==> config.mk <==
export PLATFORM = sky130hd
export DESIGN_NAME = velocity_pid_feedforward
export DESIGN_NICKNAME = d
export VERILOG_FILES = /design/src/hdl/vpf_pkg.sv /design/src/hdl/vpf_div.sv /design/src/hdl/velocity_pid_feedforward.sv
export SDC_FILE = /design/constraint.sdc
export NUM_CORES = 2
export LEC_CHECK = 0
export BUFFER_PORTS_ARGS = -buffer_cell sky130_fd_sc_hd__buf_2
export CAP_MARGIN = 20
export CORE_MARGIN = 10
export CORE_UTILIZATION = 63
export CTS_CLUSTER_DIAMETER = 60
export DETAILED_ROUTE_END_ITERATION = 12
export MAX_ROUTING_LAYER = met4
export PLACE_DENSITY = 0.81
export SLEW_MARGIN = 30
export SYNTH_ARGS = -nofsm -noshare
export SYNTH_HDL_FRONTEND = slang
export SYNTH_HIERARCHICAL = 1
export SYNTH_SLANG_ARGS = --single-unit
==> constraint.sdc <==
create_clock -name clk -period 9.15 [get_ports clk]
set_input_delay 0.915 -clock clk [delete_from_list [all_inputs] [get_ports clk]]
set_output_delay 0.915 -clock clk [all_outputs]
set_load 0.01 [all_outputs]
==> src/hdl/vpf_pkg.sv <==
// ----------------------------------------------------------------------------
// vpf_pkg
// Types and register codes shared by the velocity pid loop and its divider.
// ----------------------------------------------------------------------------
package vpf_pkg;

  typedef struct packed {
    logic signed [15:0] measured_velocity;
    logic        [15:0] elapsed_time;
    logic               run_enable;
  } in_item_t;

  typedef struct packed {
    logic signed [15:0] throttle_command;
    logic               updated;
  } out_item_t;

  typedef struct packed {
    logic busy;
    logic done;
  } div_stat_t;

  localparam int unsigned CfgAddrW = 5;
  localparam int unsigned RegIdxW  = 3;

  localparam logic [RegIdxW-1:0] REG_KP  = 3'd0;
  localparam logic [RegIdxW-1:0] REG_KD  = 3'd1;
  localparam logic [RegIdxW-1:0] REG_KI  = 3'd2;
  localparam logic [RegIdxW-1:0] REG_KF  = 3'd3;
  localparam logic [RegIdxW-1:0] REG_TGT = 3'd4;

  localparam int unsigned DivNumW = 33;
  localparam int unsigned DivDenW = 16;

endpackage

==> src/hdl/vpf_div.sv <==
// ----------------------------------------------------------------------------
// vpf_div
// Unsigned restoring divider, one quotient bit per cycle.
// ----------------------------------------------------------------------------
module vpf_div
  import vpf_pkg::*;
(
  input  logic               clk,
  input  logic               rst_n,
  input  logic               start,
  input  logic [DivNumW-1:0] dividend,
  input  logic [DivDenW-1:0] divisor,
  output logic [DivNumW-1:0] quotient,
  output div_stat_t          stat
);

  localparam int unsigned CntW = $clog2(DivNumW + 1);

  logic [DivDenW-1:0] rem_r;
  logic [DivNumW-1:0] quo_r;
  logic [DivDenW-1:0] den_r;
  logic [CntW-1:0]    cnt_r;
  logic               busy_r;
  logic               done_r;

  logic [DivDenW:0]   trial;
  logic [DivDenW:0]   shifted;

  assign shifted = {rem_r, quo_r[DivNumW-1]};
  assign trial   = shifted - {1'b0, den_r};

  always_ff @(posedge clk) begin
    if (!rst_n) begin
      busy_r <= 1'b0;
      done_r <= 1'b0;
      cnt_r  <= '0;
    end else begin
      done_r <= busy_r & ~start & (cnt_r == CntW'(1));
      if (start) begin
        rem_r  <= '0;
        quo_r  <= dividend;
        den_r  <= divisor;
        cnt_r  <= CntW'(DivNumW);
        busy_r <= 1'b1;
      end else if (busy_r) begin
        if (!trial[DivDenW]) begin
          rem_r <= trial[DivDenW-1:0];
          quo_r <= {quo_r[DivNumW-2:0], 1'b1};
        end else begin
          rem_r <= shifted[DivDenW-1:0];
          quo_r <= {quo_r[DivNumW-2:0], 1'b0};
        end
        cnt_r <= cnt_r - 1'b1;
        if (cnt_r == CntW'(1)) begin
          busy_r <= 1'b0;
        end
      end
    end
  end

  assign quotient  = quo_r;
  assign stat.busy = busy_r;
  assign stat.done = done_r;

endmodule

==> src/hdl/velocity_pid_feedforward.sv <==
// ----------------------------------------------------------------------------
// velocity_pid_feedforward
// Velocity pid loop with feedforward on Q8.8 fixed point samples.
// ----------------------------------------------------------------------------
// usage
//   in_ channel: one velocity sample per transfer (measured velocity, elapsed
//   time, run enable). in_stall is high while a sample is being worked on.
//   out_ channel: exactly one result per sample, held in an output register
//   until the receiver takes it; a stalled result keeps its value.
//   cfg_ port: apb-style register writes/reads, gains and target at 4*i;
//   write only while the block is idle.
// sample flow
//   an updating sample goes through the transfer, 33 divider steps (one
//   quotient bit per cycle), the divider handoff, the shared 32x16
//   multiplier and accumulator, then saturate and output load. a frozen
//   or zero-time sample goes straight to output load. one sample is in flight at a time.
// reset
//   gains and target return to their defaults, loop state clears to zero.
// receiver stall
//   a finished result waits in the output register; the next sample is taken
//   meanwhile, and its result waits until the register is free.
// ----------------------------------------------------------------------------
module velocity_pid_feedforward
  import vpf_pkg::*;
#(
  parameter int unsigned FRACTION_BITS = 8
) (
  input  logic                clk,
  input  logic                rst_n,
  input  logic                in_valid,
  output logic                in_stall,
  input  in_item_t            in_data,
  output logic                out_valid,
  input  logic                out_stall,
  output out_item_t           out_data,
  input  logic                cfg_psel,
  input  logic                cfg_penable,
  input  logic                cfg_pwrite,
  input  logic [CfgAddrW-1:0] cfg_paddr,
  input  logic [31:0]         cfg_pwdata,
  output logic [31:0]         cfg_prdata,
  output logic                cfg_pready
);

  typedef enum logic [2:0] {
    S_IDLE,
    S_DIV,
    S_MUL,
    S_SAT,
    S_OUT
  } state_t;

  localparam logic [2:0] STEP_P    = 3'd0;
  localparam logic [2:0] STEP_D    = 3'd1;
  localparam logic [2:0] STEP_I    = 3'd2;
  localparam logic [2:0] STEP_F    = 3'd3;
  localparam logic [2:0] STEP_LAST = 3'd4;

  // configuration registers
  logic signed [15:0] kp_r, kd_r, ki_r, kf_r, tgt_r;
  logic               cfg_wr;
  logic [RegIdxW-1:0] cfg_idx;

  assign cfg_pready = 1'b1;
  assign cfg_wr     = cfg_psel & cfg_penable & cfg_pwrite;
  assign cfg_idx    = cfg_paddr[CfgAddrW-1:2];

  always_ff @(posedge clk) begin
    if (!rst_n) begin
      kp_r  <= 16'sd256;
      kd_r  <= 16'sd0;
      ki_r  <= 16'sd0;
      kf_r  <= 16'sd256;
      tgt_r <= 16'sd512;
    end else if (cfg_wr) begin
      case (cfg_idx)
        REG_KP:  kp_r  <= cfg_pwdata[15:0];
        REG_KD:  kd_r  <= cfg_pwdata[15:0];
        REG_KI:  ki_r  <= cfg_pwdata[15:0];
        REG_KF:  kf_r  <= cfg_pwdata[15:0];
        REG_TGT: tgt_r <= cfg_pwdata[15:0];
        default: ;
      endcase
    end
  end

  always_comb begin
    case (cfg_idx)
      REG_KP:  cfg_prdata = {{16{kp_r[15]}}, kp_r};
      REG_KD:  cfg_prdata = {{16{kd_r[15]}}, kd_r};
      REG_KI:  cfg_prdata = {{16{ki_r[15]}}, ki_r};
      REG_KF:  cfg_prdata = {{16{kf_r[15]}}, kf_r};
      REG_TGT: cfg_prdata = {{16{tgt_r[15]}}, tgt_r};
      default: cfg_prdata = '0;
    endcase
  end

  // loop state and working registers
  state_t             state_r;
  logic signed [16:0] last_err_r;
  logic signed [31:0] integ_r;
  logic signed [15:0] last_thr_r;
  logic signed [16:0] err_r;
  logic signed [31:0] integ_new_r;
  logic signed [31:0] d_r;
  logic               neg_r;
  logic [2:0]         step_r;
  logic signed [47:0] prod_r;
  logic signed [49:0] acc_r;
  logic               upd_r;
  logic               out_valid_r;
  out_item_t          out_data_r;

  // sample transfer arithmetic
  logic               in_xfer;
  logic               run_upd;
  logic signed [16:0] err_nxt;
  logic signed [17:0] diff;
  logic [17:0]        diff_mag;
  logic [DivNumW-1:0] dividend;
  logic signed [32:0] isum;
  logic signed [31:0] integ_nxt;

  assign in_stall = (state_r != S_IDLE);
  assign in_xfer  = in_valid & ~in_stall;
  assign run_upd  = in_data.run_enable & (in_data.elapsed_time != '0);

  assign err_nxt  = {tgt_r[15], tgt_r}
                  - {in_data.measured_velocity[15], in_data.measured_velocity};
  assign diff     = {last_err_r[16], last_err_r} - {err_nxt[16], err_nxt};
  assign diff_mag = diff[17] ? 18'(-diff) : 18'(diff);
  assign dividend = {diff_mag[16:0], 16'b0};
  assign isum     = {integ_r[31], integ_r} + {{16{err_nxt[16]}}, err_nxt};

  always_comb begin
    if (isum[32] != isum[31]) begin
      integ_nxt = isum[32] ? 32'sh8000_0000 : 32'sh7fff_ffff;
    end else begin
      integ_nxt = isum[31:0];
    end
  end

  // divider
  logic [DivNumW-1:0] div_quo;
  div_stat_t          div_stat;
  logic signed [31:0] d_nxt;

  vpf_div u_div (
    .clk      (clk),
    .rst_n    (rst_n),
    .start    (in_xfer & run_upd),
    .dividend (dividend),
    .divisor  (in_data.elapsed_time),
    .quotient (div_quo),
    .stat     (div_stat)
  );

  always_comb begin
    if (neg_r) begin
      if (div_quo > 33'h0_8000_0000) begin
        d_nxt = 32'sh8000_0000;
      end else begin
        d_nxt = -div_quo[31:0];
      end
    end else begin
      if (div_quo[32] | div_quo[31]) begin
        d_nxt = 32'sh7fff_ffff;
      end else begin
        d_nxt = div_quo[31:0];
      end
    end
  end

  // shared multiplier
  logic signed [31:0] mul_a;
  logic signed [15:0] mul_b;
  logic signed [47:0] prod_nxt;

  always_comb begin
    case (step_r)
      STEP_P: begin
        mul_a = {{15{err_r[16]}}, err_r};
        mul_b = kp_r;
      end
      STEP_D: begin
        mul_a = d_r;
        mul_b = kd_r;
      end
      STEP_I: begin
        mul_a = integ_new_r;
        mul_b = ki_r;
      end
      STEP_F: begin
        mul_a = {{16{tgt_r[15]}}, tgt_r};
        mul_b = kf_r;
      end
      default: begin
        mul_a = '0;
        mul_b = '0;
      end
    endcase
  end

  assign prod_nxt = mul_a * mul_b;

  // final scaling and saturation
  logic signed [49:0] acc_sh;
  logic signed [15:0] thr_nxt;

  assign acc_sh = acc_r >>> FRACTION_BITS;

  always_comb begin
    if (acc_sh > 50'sd32767) begin
      thr_nxt = 16'sh7fff;
    end else if (acc_sh < -50'sd32768) begin
      thr_nxt = 16'sh8000;
    end else begin
      thr_nxt = acc_sh[15:0];
    end
  end

  logic out_free;
  assign out_free = ~out_valid_r | ~out_stall;

  always_ff @(posedge clk) begin
    if (!rst_n) begin
      state_r     <= S_IDLE;
      last_err_r  <= '0;
      integ_r     <= '0;
      last_thr_r  <= '0;
      out_valid_r <= 1'b0;
      step_r      <= STEP_P;
      upd_r       <= 1'b0;
    end else begin
      if (out_valid_r && !out_stall && state_r != S_OUT) begin
        out_valid_r <= 1'b0;
      end
      case (state_r)
        S_IDLE: begin
          if (in_xfer) begin
            err_r       <= err_nxt;
            integ_new_r <= integ_nxt;
            neg_r       <= diff[17];
            upd_r       <= run_upd;
            state_r     <= run_upd ? S_DIV : S_OUT;
          end
        end
        S_DIV: begin
          if (div_stat.done) begin
            d_r     <= d_nxt;
            acc_r   <= '0;
            step_r  <= STEP_P;
            state_r <= S_MUL;
          end
        end
        S_MUL: begin
          prod_r <= prod_nxt;
          if (step_r != STEP_P) begin
            acc_r <= acc_r + {{2{prod_r[47]}}, prod_r};
          end
          if (step_r == STEP_LAST) begin
            state_r <= S_SAT;
          end else begin
            step_r <= step_r + 3'd1;
          end
        end
        S_SAT: begin
          last_err_r <= err_r;
          integ_r    <= integ_new_r;
          last_thr_r <= thr_nxt;
          state_r    <= S_OUT;
        end
        S_OUT: begin
          if (out_free) begin
            out_data_r.throttle_command <= last_thr_r;
            out_data_r.updated          <= upd_r;
            out_valid_r                 <= 1'b1;
            state_r                     <= S_IDLE;
          end
        end
        default: state_r <= S_IDLE;
      endcase
    end
  end

  assign out_valid = out_valid_r;
  assign out_data  = out_data_r;

`ifndef SYNTHESIS
  a_busy_after_xfer: assert property (@(posedge clk) disable iff (!rst_n)
    in_valid && !in_stall |=> state_r != S_IDLE)
    else $error("sample transfer did not start work");

  a_div_done_in_div: assert property (@(posedge clk) disable iff (!rst_n)
    div_stat.done |-> state_r == S_DIV)
    else $error("divider finished outside divide state");

  a_idle_div_quiet: assert property (@(posedge clk) disable iff (!rst_n)
    state_r == S_IDLE |-> !div_stat.busy)
    else $error("divider busy while idle");
`endif

endmodule

==> results.json <==
{
  "die_area_um2": 77900,
  "cp_slowest_cell": "and4_1",
  "layout-drive-gt1-share_pct": 8.42,
  "num_io_pins": 129,
  "insertion_delay_ns": 0.64,
  "final_cell_mix": "inv_1 (691), nand2_1 (690), fa_1 (491), nor2_1 (443), edfxtp_1 (262)",
  "die-width_um": 279,
  "comb_power_share_pct": 16.3,
  "nets": 5576,
  "yosys_warnings": 6,
  "status": "finished clean",
  "cts.repair.resized": 0,
  "power_frac_seq_pct": 41.6,
  "required_ns": 9.48,
  "htreeDepth": 2,
  "cp-start-kind": "flip-flop",
  "syn_inst": 4663,
  "place_congestion": 1.01,
  "chipHeight_um": 279,
  "max_freq_mhz": 115,
  "vias": 33955,
  "grt_max_degree": 97,
  "wl_per_cell_um": 19.7,
  "setup_viol": 0,
  "cts_tree": "done",
  "final_common_cell": "inv_1",
  "drc": 0,
  "period_share_pct": 94.9,
  "arrival_ns": 9.01,
  "hold_ws_ns": 0.386,
  "cellPowerDensity_nw_per_um2": 111,
  "slew_violations": 0,
  "regArea_um2": 11100,
  "synth.cell_area_um2": 42300,
  "portBuffers": 109,
  "clock_tree.root_cell": "clkbuf_16",
  "areaGrowthSynthToFinish_pct": 8.58,
  "period_needed_ns": 8.68,
  "overflow": 0,
  "end_kind": "flip-flop",
  "multiInputGateArea_um2": 27900,
  "clock_path_buffers": 3,
  "layoutNonFillerInstCount": 5660,
  "core_um2": 66200,
  "hold_viol_final": 0,
  "wirelength_um": 112000,
  "grt_pass1_vias": 34121,
  "cts_setup_buffers": 0,
  "power_switching_share_pct": 27.6,
  "maxSlewHeadroom_pct": 29.7,
  "dr.pass1.iters": 6,
  "via_per_inst": 6.00,
  "ctsHoldBuffers": 0,
  "cts_buffers": 50,
  "num_antenna_cells": 0,
  "place_inst": 5565,
  "critical_path_class": "reg -> reg",
  "cpMostUsedCell": "fa_1",
  "cts.clk_slew.worst_paths_ns": 0.06,
  "p_leak_uw": 0.0207,
  "fillers": 5062,
  "ant_nets": 0,
  "antenna_found_initial": 0,
  "cap_violations": 0,
  "clkPwrFrac_pct": 42.1,
  "finalSetupTns_ns": 0,
  "grt_pass1_wl_um": 180000,
  "rsz0062_at_grt": "no",
  "rows": 94,
  "hold_path.class": "reg -> reg",
  "slowest_delay_ns": 0.91,
  "tightest_slew_ns": 1.05,
  "peakVddDrop_mv": 0.189,
  "syn_avg_cell_area_um2": 9.08,
  "grt_usage_pct": 29.5,
  "start_util_pct": 63.9,
  "critPathMaxFanout": 21,
  "drt_iter0_markers": 3431,
  "cts_sinks": 423,
  "post-dp-hpwl_um": 86000,
  "p_sw_uw": 1410,
  "p_int_uw": 3690,
  "finalClockSkew_ns": 0.0605
}
registers in the layout, indices dropped and copies added (netlist names), 17 cells and up:
name and count:
acc_r 50, prod_r 48, u_div/quotient 33, d_r 32
integ_new_r 32, integ_r 32, err_r 17, last_err_r 17
out_data 17
metrics by stage:
stage	total power (uW)	worst slack, ns	utilization, %	area, um^2
2_1_floorplan	2740	1.32	-	42400
3_3_place_gp	2950	0.653	66.6	44100
3_5_place_dp	2970	0.618	66.7	44100
4_1_cts	5110	0.547	69.3	45900
5_1_grt	5280	0.0924	69.4	45900
6_report	5100	0.465	69.4	45900
power groups by stage:
stage	Combinational (uW)	Sequential [uW]	Clock [uW]
2_1_floorplan	592	2150	0
3_3_place_gp	785	2160	0
3_5_place_dp	812	2160	0
4_1_cts	818	2120	2170
5_1_grt	918	2130	2240
6_report	829	2120	2150
routing by layer:
layer | part of all wire, % | vias up | track usage, %
met1 | 39 | 16341 | 36.3
met4 | 5.1 | 0 | 13.2
met5 | 0 | - | -
met2 | 46 | 1660 | 46.8
met3 | 9.9 | 325 | 5.89
li1 | - | 15629 | -
path summary, 6_finish.rpt:
kind / endpoint / from / cells after the start / slack (ns)
worst min register to register: out_data[15]$_DFFE_PP_ / last_thr_r[14]$_SDFFE_PN0P_ / 0 / 0.39
worst max register to register: prod_r[46]$_DFFE_PP_ / step_r[2]$_SDFFE_PN0P_ / 27 / 0.47
worst min-delay path: out_data[15]$_DFFE_PP_ / last_thr_r[14]$_SDFFE_PN0P_ / 0 / 0.39
worst max-delay path: prod_r[46]$_DFFE_PP_ / step_r[2]$_SDFFE_PN0P_ / 27 / 0.47
layout make-up:
type,count,share of cell area (%)
Clock buffer,59,2.91
Clock inverter,34,0.980
Inverter,693,5.66
Multi-Input combinational cell,3357,60.7
Sequential cell,423,24.1
Tap cell,864,2.35
Timing Repair Buffer,230,3.29
worst max-delay path, delay by kind of cell, from the launching register on:
family,cells,cell delay [ns]
simple gates,7,2.14
flops,1,0.54
compound gates,5,1.19
xor+xnor,1,0.09
buf+inv,6,0.57
fa+ha+maj,8,3.83
(Power assumes the default switching activity.)
